`src/design/eesch_pkg.sv`:
```
// ----------------------------------------------------------------------------
// eesch_pkg
// shared types and codes of the earliest event scheduler
// ----------------------------------------------------------------------------
package eesch_pkg;

  localparam int PORT_TIME_W = 64;
  localparam int PORT_ID_W   = 4;

  localparam logic [1:0] FUNC_ADD     = 2'd0;
  localparam logic [1:0] FUNC_STEP    = 2'd1;
  localparam logic [1:0] FUNC_RESCHED = 2'd2;

  localparam logic [2:0] ST_OK      = 3'd0;
  localparam logic [2:0] ST_NONE    = 3'd1;
  localparam logic [2:0] ST_UNKNOWN = 3'd2;
  localparam logic [2:0] ST_BACK    = 3'd3;
  localparam logic [2:0] ST_FULL    = 3'd4;

  typedef enum logic [1:0] {
    S_IDLE,
    S_SCAN,
    S_DONE
  } eesch_state_t;

endpackage

```
`src/design/earliest_event_scheduler_unit.sv`:
```
// add, reschedule and the unused code go from acceptance to S_DONE, which raises out_valid
// once the output register is free; step scans the table in S_SCAN first, unless it is empty
// a new transaction is taken only in S_IDLE, after the last result is loaded into the output
// register; the time table is read one entry a cycle by a single comparator during step
// reset: synchronous active-low rst_n clears the table count, scheduled bits and current time
// ----------------------------------------------------------------------------
// earliest_event_scheduler_unit
// keeps a table of event times, adds and reschedules entries and selects the
// earliest scheduled entry with a sequential compare over the table memory
// ----------------------------------------------------------------------------
module earliest_event_scheduler_unit
  import eesch_pkg::*;
#(
  parameter int ENTRIES   = 16,
  parameter int TIME_BITS = 64
) (
  input  logic                   clk,
  input  logic                   rst_n,
  input  logic                   in_valid,
  output logic                   in_ready,
  input  logic [1:0]             in_func,
  input  logic [PORT_ID_W-1:0]   in_entry_id,
  input  logic [PORT_TIME_W-1:0] in_new_time,
  input  logic                   in_unscheduled,
  output logic                   out_valid,
  input  logic                   out_ready,
  output logic [2:0]             out_status,
  output logic [PORT_ID_W-1:0]   out_result_id,
  output logic [PORT_TIME_W-1:0] out_result_time,
  output logic [PORT_TIME_W-1:0] out_current_time
);

  localparam int IDX_W = (ENTRIES > 1) ? $clog2(ENTRIES) : 1;
  localparam int CNT_W = $clog2(ENTRIES + 1);
  localparam int EW    = (CNT_W > PORT_ID_W) ? CNT_W : PORT_ID_W;

  eesch_state_t state_r, state_nxt;

  logic [CNT_W-1:0]     count_r, count_nxt;
  logic [TIME_BITS-1:0] now_r, now_nxt;
  logic [ENTRIES-1:0]   sched_r, sched_nxt;
  logic [CNT_W-1:0]     scan_idx_r, scan_idx_nxt;
  logic                 cmp_vld_r, cmp_vld_nxt;
  logic [IDX_W-1:0]     cmp_idx_r, cmp_idx_nxt;
  logic                 found_r, found_nxt;
  logic [IDX_W-1:0]     best_idx_r, best_idx_nxt;
  logic [TIME_BITS-1:0] best_time_r, best_time_nxt;

  logic [2:0]           res_status_r, res_status_nxt;
  logic [PORT_ID_W-1:0] res_id_r, res_id_nxt;
  logic [TIME_BITS-1:0] res_time_r, res_time_nxt;

  logic                   out_valid_r, out_valid_nxt;
  logic [2:0]             out_status_r, out_status_nxt;
  logic [PORT_ID_W-1:0]   out_result_id_r, out_result_id_nxt;
  logic [PORT_TIME_W-1:0] out_result_time_r, out_result_time_nxt;
  logic [PORT_TIME_W-1:0] out_current_time_r, out_current_time_nxt;

  logic [TIME_BITS-1:0] time_mem_r [ENTRIES];
  logic [TIME_BITS-1:0] rd_data_r;
  logic [IDX_W-1:0]     rd_addr;
  logic                 mem_we;
  logic [IDX_W-1:0]     mem_wa;

  logic [TIME_BITS-1:0] in_time;
  logic [IDX_W-1:0]     eid_idx;
  logic [IDX_W-1:0]     add_idx;
  logic                 cmp_hit;

  assign in_time = TIME_BITS'(in_new_time);
  assign eid_idx = IDX_W'(in_entry_id);
  assign add_idx = count_r[IDX_W-1:0];
  assign rd_addr = scan_idx_r[IDX_W-1:0];
  assign cmp_hit = cmp_vld_r && sched_r[cmp_idx_r] && (!found_r || (rd_data_r < best_time_r));

  always_comb begin
    state_nxt            = state_r;
    count_nxt            = count_r;
    now_nxt              = now_r;
    sched_nxt            = sched_r;
    scan_idx_nxt         = scan_idx_r;
    cmp_vld_nxt          = 1'b0;
    cmp_idx_nxt          = scan_idx_r[IDX_W-1:0];
    found_nxt            = found_r;
    best_idx_nxt         = best_idx_r;
    best_time_nxt        = best_time_r;
    res_status_nxt       = res_status_r;
    res_id_nxt           = res_id_r;
    res_time_nxt         = res_time_r;
    out_valid_nxt        = out_valid_r;
    out_status_nxt       = out_status_r;
    out_result_id_nxt    = out_result_id_r;
    out_result_time_nxt  = out_result_time_r;
    out_current_time_nxt = out_current_time_r;
    mem_we               = 1'b0;
    mem_wa               = add_idx;
    in_ready             = 1'b0;

    // running minimum over the registered table read
    if (cmp_hit) begin
      found_nxt     = 1'b1;
      best_idx_nxt  = cmp_idx_r;
      best_time_nxt = rd_data_r;
    end

    if (out_valid_r && out_ready) begin
      out_valid_nxt = 1'b0;
    end

    case (state_r)
      S_IDLE: begin
        in_ready = 1'b1;
        if (in_valid) begin
          res_status_nxt = ST_OK;
          res_id_nxt     = '0;
          res_time_nxt   = '0;
          state_nxt      = S_DONE;
          case (in_func)
            FUNC_ADD: begin
              if (count_r == CNT_W'(ENTRIES)) begin
                res_status_nxt = ST_FULL;
              end else begin
                mem_we             = 1'b1;
                mem_wa             = add_idx;
                sched_nxt[add_idx] = !in_unscheduled;
                res_id_nxt         = PORT_ID_W'(count_r);
                count_nxt          = count_r + 1'b1;
              end
            end
            FUNC_STEP: begin
              if (count_r == '0) begin
                res_status_nxt = ST_NONE;
              end else begin
                state_nxt    = S_SCAN;
                scan_idx_nxt = '0;
                found_nxt    = 1'b0;
              end
            end
            FUNC_RESCHED: begin
              if (EW'(in_entry_id) >= EW'(count_r)) begin
                res_status_nxt = ST_UNKNOWN;
              end else if (in_unscheduled) begin
                sched_nxt[eid_idx] = 1'b0;
              end else if (in_time < now_r) begin
                res_status_nxt = ST_BACK;
              end else begin
                mem_we             = 1'b1;
                mem_wa             = eid_idx;
                sched_nxt[eid_idx] = 1'b1;
              end
            end
            default: begin
            end
          endcase
        end
      end
      S_SCAN: begin
        if (scan_idx_r != count_r) begin
          cmp_vld_nxt  = 1'b1;
          scan_idx_nxt = scan_idx_r + 1'b1;
        end else begin
          state_nxt = S_DONE;
          if (found_nxt) begin
            res_status_nxt = ST_OK;
            res_id_nxt     = PORT_ID_W'(best_idx_nxt);
            res_time_nxt   = best_time_nxt;
            now_nxt        = best_time_nxt;
          end else begin
            res_status_nxt = ST_NONE;
            res_id_nxt     = '0;
            res_time_nxt   = '0;
          end
        end
      end
      S_DONE: begin
        if (!out_valid_r || out_ready) begin
          out_valid_nxt        = 1'b1;
          out_status_nxt       = res_status_r;
          out_result_id_nxt    = res_id_r;
          out_result_time_nxt  = PORT_TIME_W'(res_time_r);
          out_current_time_nxt = PORT_TIME_W'(now_r);
          state_nxt            = S_IDLE;
        end
      end
      default: begin
        state_nxt = S_IDLE;
      end
    endcase
  end

  always_ff @(posedge clk) begin
    if (!rst_n) begin
      state_r     <= S_IDLE;
      count_r     <= '0;
      now_r       <= '0;
      sched_r     <= '0;
      scan_idx_r  <= '0;
      cmp_vld_r   <= 1'b0;
      found_r     <= 1'b0;
      out_valid_r <= 1'b0;
    end else begin
      state_r     <= state_nxt;
      count_r     <= count_nxt;
      now_r       <= now_nxt;
      sched_r     <= sched_nxt;
      scan_idx_r  <= scan_idx_nxt;
      cmp_vld_r   <= cmp_vld_nxt;
      found_r     <= found_nxt;
      out_valid_r <= out_valid_nxt;
    end
  end

  always_ff @(posedge clk) begin
    cmp_idx_r          <= cmp_idx_nxt;
    best_idx_r         <= best_idx_nxt;
    best_time_r        <= best_time_nxt;
    res_status_r       <= res_status_nxt;
    res_id_r           <= res_id_nxt;
    res_time_r         <= res_time_nxt;
    out_status_r       <= out_status_nxt;
    out_result_id_r    <= out_result_id_nxt;
    out_result_time_r  <= out_result_time_nxt;
    out_current_time_r <= out_current_time_nxt;
  end

  // time table, one write port and one registered read port
  always_ff @(posedge clk) begin
    if (mem_we) begin
      time_mem_r[mem_wa] <= in_time;
    end
    rd_data_r <= time_mem_r[rd_addr];
  end

  assign out_valid        = out_valid_r;
  assign out_status       = out_status_r;
  assign out_result_id    = out_result_id_r;
  assign out_result_time  = out_result_time_r;
  assign out_current_time = out_current_time_r;

endmodule

```
`config.mk`:
```
export PLATFORM = sky130hd
export DESIGN_NAME = earliest_event_scheduler_unit
export DESIGN_NICKNAME = d
export VERILOG_FILES = /design/src/design/eesch_pkg.sv /design/src/design/earliest_event_scheduler_unit.sv
export SDC_FILE = /design/constraint.sdc
export NUM_CORES = 2
export LEC_CHECK = 0
export BUFFER_PORTS_ARGS = -buffer_cell sky130_fd_sc_hd__buf_2
export CORE_ASPECT_RATIO = 1.4
export CORE_MARGIN = 5
export CORE_UTILIZATION = 55
export DETAILED_ROUTE_END_ITERATION = 8
export GPL_TIMING_DRIVEN = 0
export PLACE_DENSITY = 0.83
export SYNTH_ARGS = -nofsm -noshare
export SYNTH_HDL_FRONTEND = slang
export SYNTH_SLANG_ARGS = --single-unit
```
`constraint.sdc`:
```
create_clock -name clk -period 8.5 [get_ports clk]
set_input_delay 1.275 -clock clk [delete_from_list [all_inputs] [get_ports clk]]
set_output_delay 1.275 -clock clk [all_outputs]
set_load 0.01 [all_outputs]
```
==> results.py <==
metrics = {
    "cts": {
        "clock_latency_ps": 770,
        "clk_pin_slew_worst_paths_ps": 60,
        "numCtsBuffers": 131,
        "cts_setup_buffers": 0,
        "root_buffer": "clkbuf_16",
        "hold_buffers": 0,
        "cts_tree": "done",
        "htree_levels": 4,
        "postCtsResizedCells": 0,
        "cts_sinks": 1461,
        "cts_buffer_depth": 3,
    },
    "route": {
        "ant_nets": 0,
        "drt_iter0_markers": 3583,
        "drcViolationCount": 0,
        "wirelength_um": 142000,
        "num_vias": 30100,
        "wire_per_inst_um": 30.1,
        "first_pass_iters": 5,
        "vias_per_cell": 6.35,
    },
    "sta": {
        "finalSetupTns_ps": 0,
        "fin_crit_sh": 0.709,
        "setup_viol": 0,
        "finalMaxSlewViolations": 0,
        "finalHoldViolCount": 0,
        "fin_skew_ps": 36.6,
        "fmax_mhz": 166,
        "worst_slack_ps": 2480,
        "period_needed_ps": 6020,
        "max_slew_margin": 0.0263,
        "rsz0062_at_grt": "no",
        "worst_pin_slew_ps": 1460,
        "hold_slack_ps": 347,
    },
    "global_route": {
        "grt_pass1_wl_um": 208000,
        "track_usage": 0.261,
        "grt_pass1_vias": 31000,
        "grt_max_degree": 45,
        "grt_overflow_total": 0,
        "antenna_found_initial": 11,
    },
    "setup_path": {
        "crit_chain": "buf_2 -> ha_1 -> nand2_1 -> nor4_1 -> nand2_1 -> a31oi_1 -> o31a_1 -> or2_2 -> nand3_1 -> a21oi_4 -> buf_12 -> buf_16",
        "r2r_setup_slack_ps": 2660,
        "crit_type": "input pin to flip-flop",
        "crit_required_ps": 8950,
        "cpMostUsedCell": "nand2_1",
        "crit_slowest_cell": "nor4_1",
        "worst_ep_arrival_time_ps": 6470,
        "cp_max_fo": 20,
        "cp-start-kind": "input pin",
        "end_kind": "flip-flop",
        "path_buf_inv": 3,
        "crit_family": "compound AO/OA/AOI/OAI gates",
        "cp_slowest_stage_delay_ps": 990,
    },
    "power_and_ir_drop": {
        "p_seq_frac": 0.562,
        "swShare": 0.206,
        "pwr-share-comb": 0.025,
        "vdd_drop_max_v": 0.000189,
        "leakage_nw": 21.5,
        "p_int_w": 0.0111,
        "switching_power_w": 0.00289,
        "pwr-share-clk": 0.413,
        "power_density_nw_per_um2": 217,
    },
    "place": {
        "numPortBuffers": 209,
        "post-place-ws_ps": 1740,
        "dp_cells": 4489,
        "dp_hpwl_um": 90900,
        "gp_congestion": 0.873,
    },
    "finish": {
        "layout_common_cells": "1230 x edfxtp_1, 324 x mux4_2, 231 x dfxtp_1, 222 x buf_2, 207 x inv_1",
        "final_common_cell": "edfxtp_1",
        "stdcell_count": 4737,
        "area_growth_pct": 14.8,
        "drive_above_1_share": 0.258,
        "fin_nets": 3503,
        "fillerInstances": 6407,
    },
    "synth": {
        "async_flop_share": 0,
        "synth_edf_count": 1230,
        "ys.flop_type": "edfxtp_1",
        "synth_seq_area_share": 0.739,
        "synth_cell_types": 67,
        "synth_seq_cells": 1461,
        "synth_cells": 2895,
        "postSynthAreaPerCell_sq_um": 19.4,
        "synth.cell_area_sq_um": 56300,
        "ys_warn_count": 0,
        "syn_nets": 3105,
    },
    "floorplan": {
        "die_h_um": 388,
        "fp-row-count": 138,
        "die_x_um": 280,
        "io_pins": 212,
        "start_util": 0.555,
        "coreArea_sq_um": 101000,
        "dieArea_sq_um": 109000,
    },
    "run": {
        "max_cap_violations": 0,
    },
    "run_status": {
        "status": "completed",
    },
    "hold_path": {
        "holdCritPathClass": "flip-flop to flip-flop",
    },
}
per-stage QoR:
step	util	total power [W]	cell area, sq um
2_1_floorplan	-	0.00817	56300
3_3_place_gp	0.582	0.00836	59000
3_5_place_dp	0.596	0.00837	60400
4_1_cts	0.637	0.0140	64500
5_1_grt	0.637	0.0144	64600
6_report	0.637	0.0140	64600
final timing paths:
| kind | to | depth (start not counted) | startpoint |
|---|---|---|---|
| worst max-delay path | time_mem_r[14][30] | 12 | in_new_time[31] |
| worst min register to register | cmp_idx_r[2] | 0 | scan_idx_r[2] |
| worst max register to register | time_mem_r[14][30] | 12 | now_r[30] |
| worst min-delay path | cmp_idx_r[2] | 0 | scan_idx_r[2] |
power by group through the flow:
stage,Combinational [W],Clock (W),Sequential (W)
3_5_place_dp,0.000343,0,0.00802
3_3_place_gp,0.000304,0,0.00805
5_1_grt,0.000374,0.00617,0.00787
4_1_cts,0.000347,0.00583,0.00787
6_report,0.000348,0.00579,0.00787
2_1_floorplan,0.000112,0,0.00806
synth_stat cells (all sizes together) (45+ instances only):
cell type / instances / share of area
edfxtp: 1230 / 0.66
mux4: 324 / 0.13
dfxtp: 231 / 0.082
inv: 207 / 0.014
ha: 135 / 0.030
nor2: 125 / 0.0083
nand2: 87 / 0.0058
clkbuf: 73 / 0.0049
a21oi: 68 / 0.0060
mux2i: 67 / 0.012
o2bb2ai: 64 / 0.015
buf: 45 / 0.0055
metal layers:
metal,GRT usage,vias to the layer above,wire [um]
li1,-,12300,-
met4,0.112,2,7080
met2,0.449,2006,73300
met3,0.0518,384,12600
met1,0.327,15400,49500
met5,0,-,13
kinds of logic (layout without fill, tap and decap cells):
kind of cell,count (synthesis),count (layout),synth area share
AO/OA/AOI/OAI,260,260,0.0388
XOR/XNOR,11,11,0.00171
adder cells (fa/ha/maj),135,135,0.0300
buffers and inverters,325,832,0.0242
flip-flops,1461,1461,0.739
multiplexers,392,392,0.142
other,0,5,0
AND/OR/NAND/NOR,311,311,0.0248
sequential cells by signal, summed over array words and instances, names as in the netlist, 5 cells and up, named ones only:
name              count
best_time_r          64
count_r               5
now_r                64
out_current_time     64
out_result_time      64
rd_data_r            64
res_time_r           64
scan_idx_r            5
time_mem_r         1024
final cells by class:
| class | instances | area, sq um | share of cell area |
|---|---|---|---|
| sequential | 1461 | 41600 | 0.643 |
| multi-input combinational | 1109 | 13500 | 0.210 |
| clock buffer | 186 | 3690 | 0.0571 |
| timing repair buffer | 265 | 2310 | 0.0357 |
| tap | 1330 | 1660 | 0.0258 |
| inverter | 207 | 777 | 0.0120 |
| buffer | 118 | 586 | 0.00907 |
| clock inverter | 56 | 450 | 0.00697 |
| antenna | 5 | 12.5 | 0.000194 |
Note: power is estimated with default switching activity, not from simulation.
